## src/hdl/csl_pkg.sv

```systemverilog
package csl_pkg;

  localparam int MAX_TEXT_DEF = 65536;
  localparam int FIFO_DEPTH   = 4;
  localparam int NUM_KW       = 5;

  localparam logic [2:0] KIND_NUMBER  = 3'd0;
  localparam logic [2:0] KIND_IDENT   = 3'd1;
  localparam logic [2:0] KIND_KEYWORD = 3'd2;
  localparam logic [2:0] KIND_PUNCT   = 3'd3;
  localparam logic [2:0] KIND_END     = 3'd4;
  localparam logic [2:0] KIND_ERROR   = 3'd5;

  localparam logic [4:0] P_SLASH    = 5'd3;
  localparam logic [4:0] P_LT       = 5'd13;
  localparam logic [4:0] P_GT       = 5'd14;
  localparam logic [4:0] P_BANG     = 5'd15;
  localparam logic [4:0] CODE_EQ_EQ = 5'd17;
  localparam logic [4:0] CODE_NE    = 5'd18;
  localparam logic [4:0] CODE_LE    = 5'd19;
  localparam logic [4:0] CODE_GE    = 5'd20;
  localparam logic [4:0] CODE_NONE  = 5'd0;

  localparam logic [4:0] ERR_INVALID      = 5'd0;
  localparam logic [4:0] ERR_OPEN_COMMENT = 5'd1;

  localparam logic [7:0] CH_LF    = 8'h0A;
  localparam logic [7:0] CH_STAR  = "*";
  localparam logic [7:0] CH_SLASH = "/";
  localparam logic [7:0] CH_EQ    = "=";
  localparam logic [7:0] CH_BANG  = "!";
  localparam logic [7:0] CH_LT    = "<";
  localparam logic [7:0] CH_GT    = ">";
  localparam logic [7:0] CH_ZERO  = "0";

  localparam logic [7:0] KW_TEXT [NUM_KW][8] = '{
    '{"i", "n", "t", 8'h00, 8'h00, 8'h00, 8'h00, 8'h00},
    '{"r", "e", "t", "u", "r", "n", 8'h00, 8'h00},
    '{"i", "f", 8'h00, 8'h00, 8'h00, 8'h00, 8'h00, 8'h00},
    '{"e", "l", "s", "e", 8'h00, 8'h00, 8'h00, 8'h00},
    '{"w", "h", "i", "l", "e", 8'h00, 8'h00, 8'h00}
  };
  localparam logic [2:0] KW_LEN [NUM_KW] = '{3'd3, 3'd6, 3'd2, 3'd4, 3'd5};

  typedef struct packed {
    logic [2:0]  kind;
    logic [4:0]  code;
    logic [31:0] value;
    logic [15:0] start;
    logic [15:0] length;
    logic        last;
  } res_t;

  typedef struct packed {
    logic       found;
    logic [4:0] idx;
  } punct_t;

  function automatic logic is_space(input logic [7:0] c);
    return (c == " ") || (c >= 8'd9 && c <= 8'd13);
  endfunction

  function automatic logic is_digit(input logic [7:0] c);
    return (c >= "0") && (c <= "9");
  endfunction

  function automatic logic is_alpha(input logic [7:0] c);
    return (c >= "a" && c <= "z") || (c >= "A" && c <= "Z") || (c == "_");
  endfunction

  function automatic punct_t punct_lookup(input logic [7:0] c);
    punct_t p;
    p.found = 1'b1;
    case (c)
      "+":     p.idx = 5'd0;
      "-":     p.idx = 5'd1;
      "*":     p.idx = 5'd2;
      "/":     p.idx = 5'd3;
      "(":     p.idx = 5'd4;
      ")":     p.idx = 5'd5;
      "[":     p.idx = 5'd6;
      "]":     p.idx = 5'd7;
      "{":     p.idx = 5'd8;
      "}":     p.idx = 5'd9;
      ";":     p.idx = 5'd10;
      ",":     p.idx = 5'd11;
      "=":     p.idx = 5'd12;
      "<":     p.idx = 5'd13;
      ">":     p.idx = 5'd14;
      "!":     p.idx = 5'd15;
      "&":     p.idx = 5'd16;
      default: begin
        p.found = 1'b0;
        p.idx   = 5'd0;
      end
    endcase
    return p;
  endfunction

endpackage

```

## src/hdl/csl_ifs.sv

```systemverilog
interface csl_in_if;
  logic       valid;
  logic       ready;
  logic [7:0] text_byte;
  logic       end_of_text;

  modport source (output valid, output text_byte, output end_of_text, input ready);
  modport sink   (input valid, input text_byte, input end_of_text, output ready);
endinterface

interface csl_out_if;
  logic        valid;
  logic        ready;
  logic [2:0]  token_kind;
  logic [4:0]  token_code;
  logic [31:0] number_value;
  logic [15:0] start_offset;
  logic [15:0] token_length;
  logic        last_of_run;

  modport source (output valid, output token_kind, output token_code, output number_value,
                  output start_offset, output token_length, output last_of_run,
                  input ready);
  modport sink   (input valid, input token_kind, input token_code, input number_value,
                  input start_offset, input token_length, input last_of_run,
                  output ready);
endinterface

```

## src/hdl/csl_core.sv

```systemverilog
module csl_core #(
  parameter int MAX_TEXT = csl_pkg::MAX_TEXT_DEF
) (
  input  logic          clk,
  input  logic          rst,
  input  logic          step,
  input  logic [7:0]    text_byte,
  input  logic          end_of_text,
  output csl_pkg::res_t res0,
  output csl_pkg::res_t res1,
  output logic [1:0]    res_n
);
  import csl_pkg::*;

  localparam int PosW = $clog2(MAX_TEXT);

  typedef enum logic [7:0] {
    ST_IDLE       = 8'b0000_0001,
    ST_NUMBER     = 8'b0000_0010,
    ST_IDENT      = 8'b0000_0100,
    ST_HELD       = 8'b0000_1000,
    ST_LINE       = 8'b0001_0000,
    ST_BLOCK      = 8'b0010_0000,
    ST_BLOCK_STAR = 8'b0100_0000,
    ST_ERROR      = 8'b1000_0000
  } mode_t;

  mode_t               mode, mode_next;
  logic [31:0]         accum, accum_next;
  logic [NUM_KW-1:0]   cand, cand_next;
  logic [PosW-1:0]     tstart, tstart_next;
  logic [15:0]         tcount, tcount_next;
  logic [4:0]          held, held_next;
  logic [PosW-1:0]     pos, pos_next;
  logic [PosW-1:0]     cstart, cstart_next;

  logic                eot;
  logic [3:0]          digit;
  logic [35:0]         prod;
  logic [31:0]         accum_dig;
  logic [15:0]         tcount_inc;
  logic [NUM_KW-1:0]   cand_upd;
  logic [NUM_KW-1:0]   cand_first;
  punct_t              pu;
  logic                holdable;
  logic                flush_v;
  res_t                flush_r;
  logic                a_v, b_v, do_begin;
  res_t                a_r, b_r;

  assign eot        = end_of_text || (text_byte == 8'h00);
  assign digit      = 4'(text_byte - CH_ZERO);
  assign prod       = ({4'b0, accum} << 3) + ({4'b0, accum} << 1) + 36'(digit);
  assign accum_dig  = (prod[35:32] != 4'b0) ? 32'hFFFF_FFFF : prod[31:0];
  assign tcount_inc = (tcount == 16'hFFFF) ? tcount : tcount + 16'd1;
  assign pu         = punct_lookup(text_byte);
  assign holdable   = (text_byte == CH_EQ) || (text_byte == CH_BANG) || (text_byte == CH_LT) ||
                      (text_byte == CH_GT) || (text_byte == CH_SLASH);

  always_comb begin
    for (int k = 0; k < NUM_KW; k++) begin
      cand_upd[k]   = cand[k] && (tcount < 16'(KW_LEN[k])) &&
                      (KW_TEXT[k][tcount[2:0]] == text_byte);
      cand_first[k] = (KW_TEXT[k][0] == text_byte);
    end
  end

  always_comb begin
    flush_v = 1'b0;
    flush_r = '0;
    unique case (mode)
      ST_NUMBER: begin
        flush_v        = 1'b1;
        flush_r.kind   = KIND_NUMBER;
        flush_r.value  = accum;
        flush_r.start  = 16'(tstart);
        flush_r.length = tcount;
      end
      ST_IDENT: begin
        flush_v        = 1'b1;
        flush_r.kind   = KIND_IDENT;
        flush_r.start  = 16'(tstart);
        flush_r.length = tcount;
        for (int k = NUM_KW - 1; k >= 0; k--) begin
          if (cand[k] && (tcount == 16'(KW_LEN[k]))) begin
            flush_r.kind = KIND_KEYWORD;
            flush_r.code = 5'(k);
          end
        end
      end
      ST_HELD: begin
        flush_v        = 1'b1;
        flush_r.kind   = KIND_PUNCT;
        flush_r.code   = held;
        flush_r.start  = 16'(tstart);
        flush_r.length = 16'd1;
      end
      default: ;
    endcase
  end

  always_comb begin
    mode_next   = mode;
    accum_next  = accum;
    cand_next   = cand;
    tstart_next = tstart;
    tcount_next = tcount;
    held_next   = held;
    pos_next    = pos;
    cstart_next = cstart;
    a_v         = 1'b0;
    b_v         = 1'b0;
    a_r         = '0;
    b_r         = '0;
    do_begin    = 1'b0;

    if (eot) begin
      if (mode == ST_BLOCK || mode == ST_BLOCK_STAR) begin
        a_v       = 1'b1;
        a_r.kind  = KIND_ERROR;
        a_r.code  = ERR_OPEN_COMMENT;
        a_r.start = 16'(cstart);
      end else begin
        a_v = flush_v;
        a_r = flush_r;
      end
      b_v         = 1'b1;
      b_r.kind    = KIND_END;
      b_r.start   = 16'(pos);
      mode_next   = ST_IDLE;
      accum_next  = '0;
      cand_next   = '1;
      tstart_next = '0;
      tcount_next = '0;
      held_next   = '0;
      pos_next    = '0;
      cstart_next = '0;
    end else begin
      unique case (mode)
        ST_ERROR: ;
        ST_LINE: begin
          if (text_byte == CH_LF) mode_next = ST_IDLE;
        end
        ST_BLOCK: begin
          if (text_byte == CH_STAR) mode_next = ST_BLOCK_STAR;
        end
        ST_BLOCK_STAR: begin
          if (text_byte == CH_SLASH) begin
            mode_next = ST_IDLE;
          end else if (text_byte != CH_STAR) begin
            mode_next = ST_BLOCK;
          end
        end
        ST_NUMBER: begin
          if (is_digit(text_byte)) begin
            accum_next  = accum_dig;
            tcount_next = tcount_inc;
          end else begin
            do_begin = 1'b1;
          end
        end
        ST_IDENT: begin
          if (is_alpha(text_byte) || is_digit(text_byte)) begin
            cand_next   = cand_upd;
            tcount_next = tcount_inc;
          end else begin
            do_begin = 1'b1;
          end
        end
        ST_HELD: begin
          if (held == P_SLASH) begin
            if (text_byte == CH_SLASH) begin
              mode_next = ST_LINE;
            end else if (text_byte == CH_STAR) begin
              cstart_next = tstart;
              mode_next   = ST_BLOCK;
            end else begin
              do_begin = 1'b1;
            end
          end else if (text_byte == CH_EQ) begin
            a_v        = 1'b1;
            a_r.kind   = KIND_PUNCT;
            a_r.start  = 16'(tstart);
            a_r.length = 16'd2;
            unique case (held)
              P_BANG:  a_r.code = CODE_NE;
              P_LT:    a_r.code = CODE_LE;
              P_GT:    a_r.code = CODE_GE;
              default: a_r.code = CODE_EQ_EQ;
            endcase
            mode_next = ST_IDLE;
          end else begin
            do_begin = 1'b1;
          end
        end
        default: do_begin = 1'b1;
      endcase

      if (do_begin) begin
        a_v       = flush_v;
        a_r       = flush_r;
        mode_next = ST_IDLE;
        if (!is_space(text_byte)) begin
          tstart_next = pos;
          tcount_next = '0;
          if (is_digit(text_byte)) begin
            mode_next   = ST_NUMBER;
            accum_next  = 32'(digit);
            tcount_next = 16'd1;
          end else if (is_alpha(text_byte)) begin
            mode_next   = ST_IDENT;
            cand_next   = cand_first;
            tcount_next = 16'd1;
          end else if (!pu.found) begin
            b_v       = 1'b1;
            b_r.kind  = KIND_ERROR;
            b_r.code  = ERR_INVALID;
            b_r.start = 16'(pos);
            mode_next = ST_ERROR;
          end else if (holdable) begin
            held_next = pu.idx;
            mode_next = ST_HELD;
          end else begin
            b_v        = 1'b1;
            b_r.kind   = KIND_PUNCT;
            b_r.code   = pu.idx;
            b_r.start  = 16'(pos);
            b_r.length = 16'd1;
          end
        end
      end

      pos_next = (pos == PosW'(MAX_TEXT - 1)) ? '0 : pos + 1'b1;
    end

    a_r.last = !b_v;
    b_r.last = 1'b1;
  end

  assign res0  = a_v ? a_r : b_r;
  assign res1  = b_r;
  assign res_n = step ? (2'(a_v) + 2'(b_v)) : 2'd0;

  always_ff @(posedge clk) begin
    if (rst) begin
      mode   <= ST_IDLE;
      accum  <= '0;
      cand   <= '1;
      tstart <= '0;
      tcount <= '0;
      held   <= '0;
      pos    <= '0;
      cstart <= '0;
    end else if (step) begin
      mode   <= mode_next;
      accum  <= accum_next;
      cand   <= cand_next;
      tstart <= tstart_next;
      tcount <= tcount_next;
      held   <= held_next;
      pos    <= pos_next;
      cstart <= cstart_next;
    end
  end

endmodule

```

## src/hdl/csl_fifo.sv

```systemverilog
module csl_fifo (
  input  logic          clk,
  input  logic          rst,
  input  csl_pkg::res_t push0,
  input  csl_pkg::res_t push1,
  input  logic [1:0]    push_n,
  output logic          room,
  output logic          valid,
  input  logic          ready,
  output csl_pkg::res_t head
);
  import csl_pkg::*;

  localparam int PtrW = $clog2(FIFO_DEPTH);
  localparam int CntW = $clog2(FIFO_DEPTH + 1);

  res_t            slots [FIFO_DEPTH];
  logic [PtrW-1:0] wr_ptr, rd_ptr;
  logic [CntW-1:0] cnt;
  logic            pop;

  assign valid = (cnt != '0);
  assign pop   = valid && ready;
  assign room  = (cnt <= CntW'(FIFO_DEPTH - 2));
  assign head  = slots[rd_ptr];

  always_ff @(posedge clk) begin
    if (push_n != 2'd0) slots[wr_ptr] <= push0;
    if (push_n == 2'd2) slots[PtrW'(wr_ptr + 1'b1)] <= push1;
  end

  always_ff @(posedge clk) begin
    if (rst) begin
      wr_ptr <= '0;
      rd_ptr <= '0;
      cnt    <= '0;
    end else begin
      wr_ptr <= wr_ptr + PtrW'(push_n);
      if (pop) rd_ptr <= rd_ptr + 1'b1;
      cnt <= cnt + CntW'(push_n) - CntW'(pop);
    end
  end

endmodule

```

## src/hdl/c_subset_lexer.sv

```systemverilog
// Channel  Dir  Payload                                             Transfer
// in_ch    in   text_byte[8], end_of_text[1]                        valid && ready
// out_ch   out  token_kind[3], token_code[5], number_value[32],    valid && ready
//               start_offset[16], token_length[16], last_of_run[1]
//
// One byte per cycle while the queue has room: a byte waits in the input register, is
// lexed from it and its zero, one or two tokens land in a four-entry result queue.
// Tokens are registered in the queue and offered on out_ch from its head, in order.
// The input register advances only while the queue has room for two tokens, so an
// out_ch stall holds in_ch once more than two tokens wait and a byte is registered.
// Synchronous reset empties the queue and returns the scanner to idle at offset 0.
module c_subset_lexer #(
  parameter int MAX_TEXT = csl_pkg::MAX_TEXT_DEF
) (
  input  logic      clk,
  input  logic      rst,
  csl_in_if.sink    in_ch,
  csl_out_if.source out_ch
);
  import csl_pkg::*;

  logic       in_full;
  logic [7:0] in_byte;
  logic       in_eot;
  logic       room;
  logic       step;
  res_t       res0, res1, head;
  logic [1:0] res_n;

  assign step        = in_full && room;
  assign in_ch.ready = !in_full || step;

  always_ff @(posedge clk) begin
    if (rst) begin
      in_full <= 1'b0;
    end else if (in_ch.ready) begin
      in_full <= in_ch.valid;
    end
  end

  always_ff @(posedge clk) begin
    if (in_ch.valid && in_ch.ready) begin
      in_byte <= in_ch.text_byte;
      in_eot  <= in_ch.end_of_text;
    end
  end

  csl_core #(.MAX_TEXT(MAX_TEXT)) u_core (
    .clk         (clk),
    .rst         (rst),
    .step        (step),
    .text_byte   (in_byte),
    .end_of_text (in_eot),
    .res0        (res0),
    .res1        (res1),
    .res_n       (res_n)
  );

  csl_fifo u_fifo (
    .clk    (clk),
    .rst    (rst),
    .push0  (res0),
    .push1  (res1),
    .push_n (res_n),
    .room   (room),
    .valid  (out_ch.valid),
    .ready  (out_ch.ready),
    .head   (head)
  );

  assign out_ch.token_kind   = head.kind;
  assign out_ch.token_code   = head.code;
  assign out_ch.number_value = head.value;
  assign out_ch.start_offset = head.start;
  assign out_ch.token_length = head.length;
  assign out_ch.last_of_run  = head.last;

endmodule

```

## src/flat_wrapper.sv

```systemverilog
// flat-port wrapper written by rule: the top's interface ports become plain ports
module c_subset_lexer_flat import csl_pkg::*;
#(
  parameter int MAX_TEXT = csl_pkg::MAX_TEXT_DEF
)
  (clk, rst, in_ch_valid, in_ch_text_byte, in_ch_end_of_text, in_ch_ready, out_ch_valid, out_ch_token_kind, out_ch_token_code, out_ch_number_value, out_ch_start_offset, out_ch_token_length, out_ch_last_of_run, out_ch_ready);
  csl_in_if in_ch_i ();
  csl_out_if out_ch_i ();
  input  logic clk;
  input  logic rst;
  input wire logic [$bits(in_ch_i.valid)-1:0] in_ch_valid;
  input wire logic [$bits(in_ch_i.text_byte)-1:0] in_ch_text_byte;
  input wire logic [$bits(in_ch_i.end_of_text)-1:0] in_ch_end_of_text;
  output wire logic [$bits(in_ch_i.ready)-1:0] in_ch_ready;
  output wire logic [$bits(out_ch_i.valid)-1:0] out_ch_valid;
  output wire logic [$bits(out_ch_i.token_kind)-1:0] out_ch_token_kind;
  output wire logic [$bits(out_ch_i.token_code)-1:0] out_ch_token_code;
  output wire logic [$bits(out_ch_i.number_value)-1:0] out_ch_number_value;
  output wire logic [$bits(out_ch_i.start_offset)-1:0] out_ch_start_offset;
  output wire logic [$bits(out_ch_i.token_length)-1:0] out_ch_token_length;
  output wire logic [$bits(out_ch_i.last_of_run)-1:0] out_ch_last_of_run;
  input wire logic [$bits(out_ch_i.ready)-1:0] out_ch_ready;
  assign in_ch_i.valid = in_ch_valid;
  assign in_ch_i.text_byte = in_ch_text_byte;
  assign in_ch_i.end_of_text = in_ch_end_of_text;
  assign in_ch_ready = in_ch_i.ready;
  assign out_ch_valid = out_ch_i.valid;
  assign out_ch_token_kind = out_ch_i.token_kind;
  assign out_ch_token_code = out_ch_i.token_code;
  assign out_ch_number_value = out_ch_i.number_value;
  assign out_ch_start_offset = out_ch_i.start_offset;
  assign out_ch_token_length = out_ch_i.token_length;
  assign out_ch_last_of_run = out_ch_i.last_of_run;
  assign out_ch_i.ready = out_ch_ready;
  c_subset_lexer #(.MAX_TEXT(MAX_TEXT)) u_core (.clk(clk), .rst(rst), .in_ch(in_ch_i), .out_ch(out_ch_i));
endmodule
```

## config.mk

```make
export PLATFORM = sky130hd
export DESIGN_NAME = c_subset_lexer_flat
export DESIGN_NICKNAME = d
export VERILOG_FILES = /design/src/hdl/csl_pkg.sv /design/src/hdl/csl_ifs.sv /design/src/hdl/csl_core.sv /design/src/hdl/csl_fifo.sv /design/src/hdl/c_subset_lexer.sv /design/src/flat_wrapper.sv
export SDC_FILE = /design/constraint.sdc
export NUM_CORES = 1
export LEC_CHECK = 0
export ABC_AREA = 1
export CAP_MARGIN = 20
export CORE_ASPECT_RATIO = 1.2
export CORE_MARGIN = 3
export CORE_UTILIZATION = 60
export CTS_CLUSTER_SIZE = 20
export DETAILED_ROUTE_END_ITERATION = 12
export DONT_BUFFER_PORTS = 1
export PLACE_DENSITY = 0.76
export SYNTH_ARGS = -nofsm -noshare
export SYNTH_HDL_FRONTEND = slang
export SYNTH_HIERARCHICAL = 1
export SYNTH_SLANG_ARGS = --single-unit
```

## constraint.sdc

```tcl
create_clock -name clk -period 9.4 [get_ports clk]
set_clock_uncertainty 0.1 [all_clocks]
set_input_delay 0 -clock clk [delete_from_list [all_inputs] [get_ports clk]]
set_output_delay 0 -clock clk [all_outputs]
set_load 0.05 [all_outputs]
```

== After elaboration in Yosys (flattened, before gate mapping) ==
Memories as Yosys holds them, arrays and structs flattened. A register that Yosys moved wholly into a read port is not among the register bits.
Index checks and enable logic that the tools add are counted.

* Register bits: 131
* RAM bits: 292
* Bits in read-only memories: 320
* Bits of input ports: 13
* Output and inout port bits: 75
* Logic and storage cells: 296
* Memories: 6

{| class="wikitable"
|+ Memory list
! name !! words !! bits a word !! read ports !! clocked after memory_dff !! write ports !! RTL line !! source
|-
| u_core.u_fifo.slots || 4 || 73 || 1 || 1 || 2 || csl_fifo.sv:17 || <nowiki>res_t slots [FIFO_DEPTH];</nowiki>
|-
| (name not given) || 8 || 8 || 1 || 0 || 0 || csl_core.sv:63 || <nowiki>(KW_TEXT[k][tcount[2:0]] == text_byte);</nowiki>
|-
| (name not given) || 8 || 8 || 1 || 0 || 0 || csl_core.sv:63 ||
|-
| (name not given) || 8 || 8 || 1 || 0 || 0 || csl_core.sv:63 ||
|-
| (name not given) || 8 || 8 || 1 || 0 || 0 || csl_core.sv:63 ||
|-
| (name not given) || 8 || 8 || 1 || 0 || 0 || csl_core.sv:63 ||
|}

* Add/subtract/negate cells: 11
* Magnitude comparators: 15
* Eq/ne operators: 58
* Mux-type cells: 137
* Bitwise logic cells: 1
* Reductions and logical operators: 54

{| class="wikitable"
|+ Operator list
! operator !! number
|-
| $mux 32 || 17
|-
| $mux 16 || 21
|-
| $mux 8 || 34
|-
| $mux 73 || 3
|-
| $eq 8x6->1 const B || 15
|-
| $pmux 5 s16 || 1
|-
| $mux 5 || 15
|-
| $pmux 32 s2 || 1
|-
| $eq 16x3->1 const B || 3
|-
| $eq 8x7->1 const B || 6
|-
| $lt 16x3->1 const B || 3
|-
| $eq 8x8->1 || 5
|-
| $add 35x33->36 || 1
|-
| $add 36x4->36 || 1
|-
| $mux 7 || 5
|-
| $add 16x1->16 const B || 2
|-
| $eq 16x16->1 const B || 2
|-
| $eq 16x2->1 const B || 2
|-
| $eq 7x8->1 const A || 4
|-
| $lt 16x2->1 const B || 2
|-
| $pmux 16 s2 || 1
|-
| $pmux 8 s4 || 1
|-
| $mux 1 || 28
|-
| $logic_and 1x1->1 || 22
|-
| other kinds (52) || 81
|}

== Depth between registers and ports, before layout ==
Gate-level depths: netlist of run 1.

* Depth in word-level cells: 17
* Depth in mapped cells: 27
* Gate-level depth less buffers: 24

== Modules after synthesis ==
Netlist of run 1, hierarchy kept.

{| class="wikitable"
|+ By module, submodules not included
! module !! instances !! cells each !! area each (µm²) !! sequential area each (µm²)
|-
| csl_fifo || 1 || 1502 || 15029.4 || 8948.6
|-
| csl_core || 1 || 2133 || 12150.4 || 2282.2
|-
| c_subset_lexer || 1 || 17 || 325.3 || 290.3
|}

== Worst setup path before layout of run 1 ==
OpenSTA, ideal clock, no wires.

* Path type: register to register
* Start: register u_core.in_byte[4]
* End: memory u_core/u_fifo/slots[3][0] (netlist name) (enable)
* Library setup time: 0.612 ns
* Data arrival time: 7.893 ns
* Data required time: 8.688 ns
* Setup slack: 0.795 ns
* Stages on the path, launching flop included: 22
* Buffers on the path: 2
* Clock period less this slack: 8.605 ns
* Cell sequence: edfxtp_1 > inv_2 > nand2_2 > nor2_2 > nand2_2 > nand2_1 > nand2_1 > o21ai_1 > nor2_1 > nor2_1 > nand2_2 > buf_6 > inv_6 > nor3_4 > nand2_2 > nand2_4 > buf_6 > ha_1 > nand2_1 > inv_1 > nor2_1 > o31ai_1

{| class="wikitable"
|+ RTL lines
! item !! RTL line !! source
|-
| start, declared || c_subset_lexer.sv:23 || <nowiki>logic [7:0] in_byte;</nowiki>
|-
| start signal, assigned || c_subset_lexer.sv:43 || <nowiki>in_byte <= in_ch.text_byte;</nowiki>
|-
| end, declared || csl_fifo.sv:17 ||
|}

==> impl_metrics.yaml, run 1 <==
setup_path:
  critPathKind: "register to register"
  endpoint: "u_core/u_fifo/slots[0][46]$_DFFE_PP_"
  arrival_ns: 6.58
  reg2reg_setup_slack_ns: 2.98
  r2r_start: "u_core/in_byte[3]$_DFFE_PP_"
  r2r-end: "u_core/u_fifo/slots[0][46]$_DFFE_PP_"
  critPathMaxFanout: 72
  rr_worst_depth: 17
  crit_path_start: "u_core/in_byte[3]$_DFFE_PP_"
  setup.worst_path.start_class: "register"
  critPathRequiredTime_ns: 9.55
  end_kind: "register"
grt:
  grt_pass1_vias: 23300
  grtUsageMet2_pct: 51.3
  grt_max_degree: 148
  busiest_layer: "met2"
  grt.met3_usage_pct: 4.56
  track_usage_pct: 31.0
  gr-usage-met1_pct: 43.2
  grt_pass1_wl_mm: 122
  grt-ovfl-total: 0
  grt_antenna_before_repair: 2
floorplan:
  die_w_um: 201
  die_y_um: 241
  io-pin-count: 88
  coreArea_sq_mm: 0.0451
  initial_core_util_pct: 61.0
  num_rows: 85
  dieArea_sq_mm: 0.0485
logic_synthesis:
  ys_seq_area_share_pct: 41.9
  synth_top_flop_cell: "edfxtp_1"
  yosysTopAreaCell: "edfxtp_1"
  syn_inst: 3652
  synth_area_sq_mm: 0.0275
  yosysWarnings: 6
  avgSynthCellArea_sq_um: 7.53
  synth_top_cell_area_share_pct: 32.9
  async_flop_share_pct: 0
  synth_edf_count: 301
  ys_seq_elements: 425
  synth_cell_types: 60
  netlist_top_cells_area: "edfxtp_1 (33%), nand2_1 (13%), dfxtp_1 (9.0%)"
layout:
  final_cell_area_sq_mm: 0.0290
  drive_gt1_share_pct: 8.28
  area.growth.synth_to_final_pct: 5.48
  diodes: 0
  nets: 3666
  final_common_cell: "nand2_1"
  fillers: 3956
  final_cell_mix: "nand2_1 (936), nor2_1 (381), inv_1 (359), o21ai_0 (316), edfxtp_1 (301)"
drt:
  vias: 24600
  drcViolationCount: 0
  drtPass1Iterations: 8
  routed_wl_mm: 77.0
  ant_nets: 0
  wl_per_cell_um: 18.2
  drtIter0Drc: 3110
  vias_per_cell: 5.83
sta:
  tightest_slew_ns: 1.21
  period_needed_ns: 6.42
  fin_tns_setup_ns: 0
  final.period_utilization_pct: 68.3
  relSlewSlack_pct: 20.4
  hold_slack_ns: 0.168
  drv_slew: 0
  fmax_mhz: 156
  final-setup-viol-count: 0
  rsz0062_at_grt: "false"
  final_hold_viol_count: 0
placement:
  hpwlAfterDp_mm: 50.7
  gp_congestion: 0.952
  place_area_sq_mm: 0.0273
  portBuffers: 0
cts:
  clockBufferDepth: 3
  path_clk_slew_ns: 0.06
  postCtsSetupRepairBufs: 0
  clock-sinks: 425
  cts_tree: "done"
  ctsHtreeMaxLevel: 2
  numCtsBuffers: 44
  clk_latency_ns: 0.59
  clock-root-buffer: "clkbuf_16"
pwr:
  p_leak_nw: 11.0
  p_per_area_mw_per_mm2: 185
  power_mw: 5.36
  ir_worst_vdd_mv: 0.118
status:
  outcome: "complete, no violations"
flow_run:
  maxCapViolCount: 0
min_path:
  hold_class: "primary input to register"
worst min path at each step:
stage	cells past startpoint	startpoint	end	slack, ns
floorplan	1	rst	u_core/in_full$_SDFFE_PP0P_	-0.04
global placement	1	rst	u_core/in_full$_SDFFE_PP0P_	-0.03
detailed placement	1	rst	u_core/in_full$_SDFFE_PP0P_	-0.03
CTS	3	out_ch_ready	u_core/u_fifo/rd_ptr[0]$_SDFFE_PP0P_	0.14
global route	3	out_ch_ready	u_core/u_fifo/rd_ptr[0]$_SDFFE_PP0P_	0.20
finish	3	out_ch_ready	u_core/u_fifo/rd_ptr[0]$_SDFFE_PP0P_	0.17
layer usage:
metal  wire, um  share of wire, %
met1      32100                42
met3       7120               9.3
met4       1470               1.9
met2      36200                47
met5         30             0.039
logic make-up (layout without fill, tap and decap cells):
kind of cell	count (synthesis)	after routing	share of synthesized area, %
flops	425	425	41.9
xor+xnor	38	38	1.21
other cells	2	48	0.0273
simple gates	1607	1607	24.2
buf+inv	626	537	11.0
compound gates	875	875	18.0
fa+ha+maj	79	79	3.68
state kept, by name, summed over array words and instances, names as in the netlist, 2 cells and up, named ones only:
register,flops
u_core/u_fifo/slots,292
u_core/u_core/accum,32
u_core/u_core/cstart,16
u_core/u_core/pos,16
u_core/u_core/tcount,16
u_core/u_core/tstart,16
u_core/in_byte,8
u_core/u_core/mode,8
u_core/u_core/cand,5
u_core/u_core/held,5
u_core/u_fifo/cnt,3
u_core/u_fifo/rd_ptr,2
u_core/u_fifo/wr_ptr,2
cells in the mapped netlist, types with 7 or more instances:
master,n
nand2_1,939
nor2_1,383
inv_1,360
o21ai_0,316
edfxtp_1,301
a21oi_1,182
o21ai_1,156
nand3_1,153
dfxtp_1,124
o21ai_2,90
clkbuf_1,82
ha_1,76
o22ai_1,75
buf_4,56
buf_6,52
buf_2,48
nor3_1,44
xor2_1,24
inv_2,20
nand4_1,20
nor2_4,19
nand2_2,17
a31oi_1,16
xnor2_1,14
o211ai_1,11
nor2_2,9
o21bai_1,7
layout make-up:
class / instances / area, sq um / share of cell area [%]
multi-input cells: 2647 / 13200 / 45.5
flip-flops and latches: 425 / 11500 / 39.7
inverters: 384 / 1450 / 5.01
clock buffers: 50 / 1150 / 3.98
well taps: 609 / 762 / 2.63
repair buffers: 72 / 636 / 2.19
clock inverters: 31 / 285 / 0.983
through the flow:
| stage | cells | worst slack (ns) | util (%) |
|---|---|---|---|
| floorplan | 3698 | 0.795 | - |
| global placement | 4105 | 3.15 | 60.4 |
| detailed placement | 4114 | 3.08 | 60.6 |
| CTS | 4218 | 3.03 | 64.3 |
| global route | 4218 | 2.50 | 64.3 |
| finish | 4218 | 2.98 | 64.3 |
report_power, final:
| part | switching, mW | leakage, nW | total, mW | internal, mW |
|---|---|---|---|---|
| registers | 0.0619 | 3.54 | 2.17 | 2.10 |
| clock network | 0.764 | 0.707 | 1.76 | 0.998 |
| logic | 1.14 | 6.72 | 1.43 | 0.288 |
critical path, cell delays in order, from the launching register on:
cell      delay [ns]
edfxtp_1        0.67
inv_1           0.22
o21ai_0         0.29
o21ai_1         0.10
nand2_1         0.35
inv_2           0.39
nor2_1          0.31
inv_1           0.22
nor3_4          0.27
nand2_2         0.09
nand2_4         0.20
ha_1            0.28
nand2_1         0.07
inv_1           0.10
nor2_4          0.31
nand3_4         0.81
nand2_4         0.93
buf_12          0.32
timing repair:
action / CTS / global route
resized for setup: 0 / 0
endpoints found under the setup margin: 0 / 0
hold buffers: 23 / 0
hold endpoints to repair: 130 / 0
(Power assumes the default switching activity.)
==> run 2, diff against run 1 <==
- CORE_UTILIZATION: 60 -> 59
- PLACE_DENSITY: 0.76 -> 0.78
- clock period: 9.4 -> 5.3 ns (I/O delays scaled with it)
==> run 2 against run 1 <==
- die area grew 1.6%
- sequential cell count did not move
- final cell count up 0.31%
- largest cell class unchanged
- largest power group unchanged
==> impl_metrics.yaml, run 2 (same netlist as run 1, synthesis figures left out) <==
status:
  outcome: "complete, no violations"
floorplan:
  dieArea_sq_mm: 0.0493
  initial_core_util_pct: 59.7
  coreArea_sq_mm: 0.0461
  die_y_um: 243
  io-pin-count: 88
  die_w_um: 203
  num_rows: 86
grt:
  grt_max_degree: 147
  grt_pass1_wl_mm: 114
  grt_pass1_vias: 22000
  track_usage_pct: 28.3
  grt_antenna_before_repair: 0
  grt-ovfl-total: 0
drt:
  vias: 24100
  drtIter0Drc: 2280
  wl_per_cell_um: 16.9
  drcViolationCount: 0
  vias_per_cell: 5.71
  drtPass1Iterations: 6
  ant_nets: 0
  routed_wl_mm: 71.6
pwr:
  p_per_area_mw_per_mm2: 325
  power_mw: 9.51
  p_leak_nw: 11.1
  ir_worst_vdd_mv: 0.234
cts:
  path_clk_slew_ns: 0.07
  clockBufferDepth: 3
  ctsHtreeMaxLevel: 2
  cts_tree: "done"
  clock-sinks: 425
  cts_resized: 0
  clock-root-buffer: "clkbuf_16"
  numCtsBuffers: 42
  clk_latency_ns: 0.55
sta:
  tightest_slew_ns: 1.21
  final_hold_viol_count: 0
  worst_slack_ns: 0.612
  relSlewSlack_pct: 20.8
  period_needed_ns: 4.69
  rsz0062_at_grt: "false"
  drv_slew: 0
  fmax_mhz: 213
  final-setup-viol-count: 0
  fin_tns_setup_ns: 0
  hold_slack_ns: 0.0662
  final.period_utilization_pct: 88.5
layout:
  stdcell_count: 4231
  nets: 3674
  diodes: 0
  largest_registers: "u_core/u_fifo/slots (292), u_core/u_core/accum (32)"
  regArea_sq_mm: 0.0115
  final_cell_mix: "nand2_1 (936), nor2_1 (381), inv_1 (359), o21ai_0 (316), edfxtp_1 (301)"
  multiInputGateArea_sq_mm: 0.0132
  final_common_cell: "nand2_1"
  largest_register_ffs: 292
  largest-register: "u_core/u_fifo/slots"
  fillers: 4035
  drive_gt1_share_pct: 8.38
  area.growth.synth_to_final_pct: 6.31
setup_path:
  critPathMaxFanout: 58
  critPathRequiredTime_ns: 5.41
  cp_top_family: "simple AND/OR/NAND/NOR gates"
  reg2reg_setup_slack_ns: 0.61
  crit_buf_inv: 5
  cpMaxStageDelayCell: "o31ai_4"
  arrival_ns: 4.80
  end_kind: "register"
  critPathKind: "register to register"
  r2r_start: "u_core/in_byte[2]$_DFFE_PP_"
  max_stage_delay_ns: 0.83
  path_cells: "nand2_1 -> inv_1 -> nand2_2 -> nor2_4 -> inv_2 -> o21ai_1 -> nor2_1 -> nor2_1 -> nand2_2 -> inv_6 -> nor3_4 -> nand2_2 -> nand2_4 -> ha_1 -> nand2_1 -> inv_1 -> nor2_1 -> o31ai_4 -> buf_12"
  rr_worst_depth: 19
  setup.worst_path.start_class: "register"
  r2r-end: "u_core/u_fifo/slots[3][9]$_DFFE_PP_"
min_path:
  hold_start: "in_ch_valid"
  hold-path-cell-count: 3
  hold_class: "primary input to register"
  hold_end: "u_core/in_full$_SDFFE_PP0P_"
flow_run:
  maxCapViolCount: 0
placement:
  place_ws_ns: 0.626
  gp_congestion: 1.01
  dp.cells: 4131
  portBuffers: 0
  hpwlAfterDp_mm: 47.1
run 2: changes by cell type in the layout (fill, tap and decap cells not counted), moves of 3 or more:
| cell | previous run | this run |
|---|---|---|
| buf_12 | 1 | 12 |
| clkbuf_1 | 3 | 11 |
| clkinv_1 | 9 | 3 |
| clkinv_2 | 11 | 7 |
| bufinv_16 | 4 | 7 |
| clkinvlp_4 | 3 | 0 |
run 2: cell type report:
cell class / instances / share of cell area, %
multi-input cells: 2647 / 45.1
inverters: 384 / 4.97
clock inverters: 21 / 1.06
well taps: 616 / 2.64
repair buffers: 82 / 2.88
flip-flops and latches: 425 / 39.4
clock buffers: 56 / 3.92
run 2: worst max-delay path by stage:
stage | from | endpoint | cells past startpoint | slack, ns
final | u_core/in_byte[2]$_DFFE_PP_ | u_core/u_fifo/slots[3][9]$_DFFE_PP_ | 19 | 0.61
after global routing | u_core/in_byte[2]$_DFFE_PP_ | u_core/u_fifo/slots[3][68]$_DFFE_PP_ | 19 | 0.31
after CTS | u_core/in_byte[2]$_DFFE_PP_ | u_core/u_fifo/slots[3][6]$_DFFE_PP_ | 19 | 0.61
after detailed placement | u_core/in_byte[2]$_DFFE_PP_ | u_core/u_fifo/slots[3][8]$_DFFE_PP_ | 19 | 0.63
after global placement | u_core/in_byte[2]$_DFFE_PP_ | u_core/u_fifo/slots[3][8]$_DFFE_PP_ | 19 | 0.69
after floorplan | u_core/in_byte[3]$_DFFE_PP_ | u_core/u_fifo/slots[0][0]$_DFFE_PP_ | 21 | 0.33
run 2: metrics by stage:
step           area, sq um  utilization (%)
5_1_grt              29200             63.5
6_report             29200             63.5
2_1_floorplan        27700                -
3_5_place_dp         27500             59.8
3_3_place_gp         27500             59.7
4_1_cts              29200             63.5
run 2: worst register-to-register path, stage by stage (launching register included):
cell,delay [ns]
edfxtp_1,0.61
nand2_1,0.23
inv_1,0.11
nand2_2,0.09
nor2_4,0.22
inv_2,0.08
o21ai_1,0.13
nor2_1,0.05
nor2_1,0.12
nand2_2,0.26
inv_6,0.18
nor3_4,0.06
nand2_2,0.08
nand2_4,0.05
ha_1,0.28
nand2_1,0.06
inv_1,0.19
nor2_1,0.12
o31ai_4,0.83
buf_12,0.44
run 2: timing repair:
action / CTS / global route
buffers inserted: 0 / 0
hold buffers: 23 / 0
hold endpoints to repair: 129 / 0
run 2: metal layers:
metal | vias up | share of wire, % | GRT usage, %
met4 | 0 | 2.9 | 9.25
met2 | 1048 | 47 | 47.1
met3 | 157 | 8.7 | 4.92
li1 | 11900 | - | -
met1 | 11000 | 41 | 37.6
met5 | - | 0 | 0
run 2: report_power, final:
part / internal, mW / switching, mW
Clock: 1.87 / 1.29
Sequential: 3.73 / 0.123
Combinational: 0.493 / 1.99
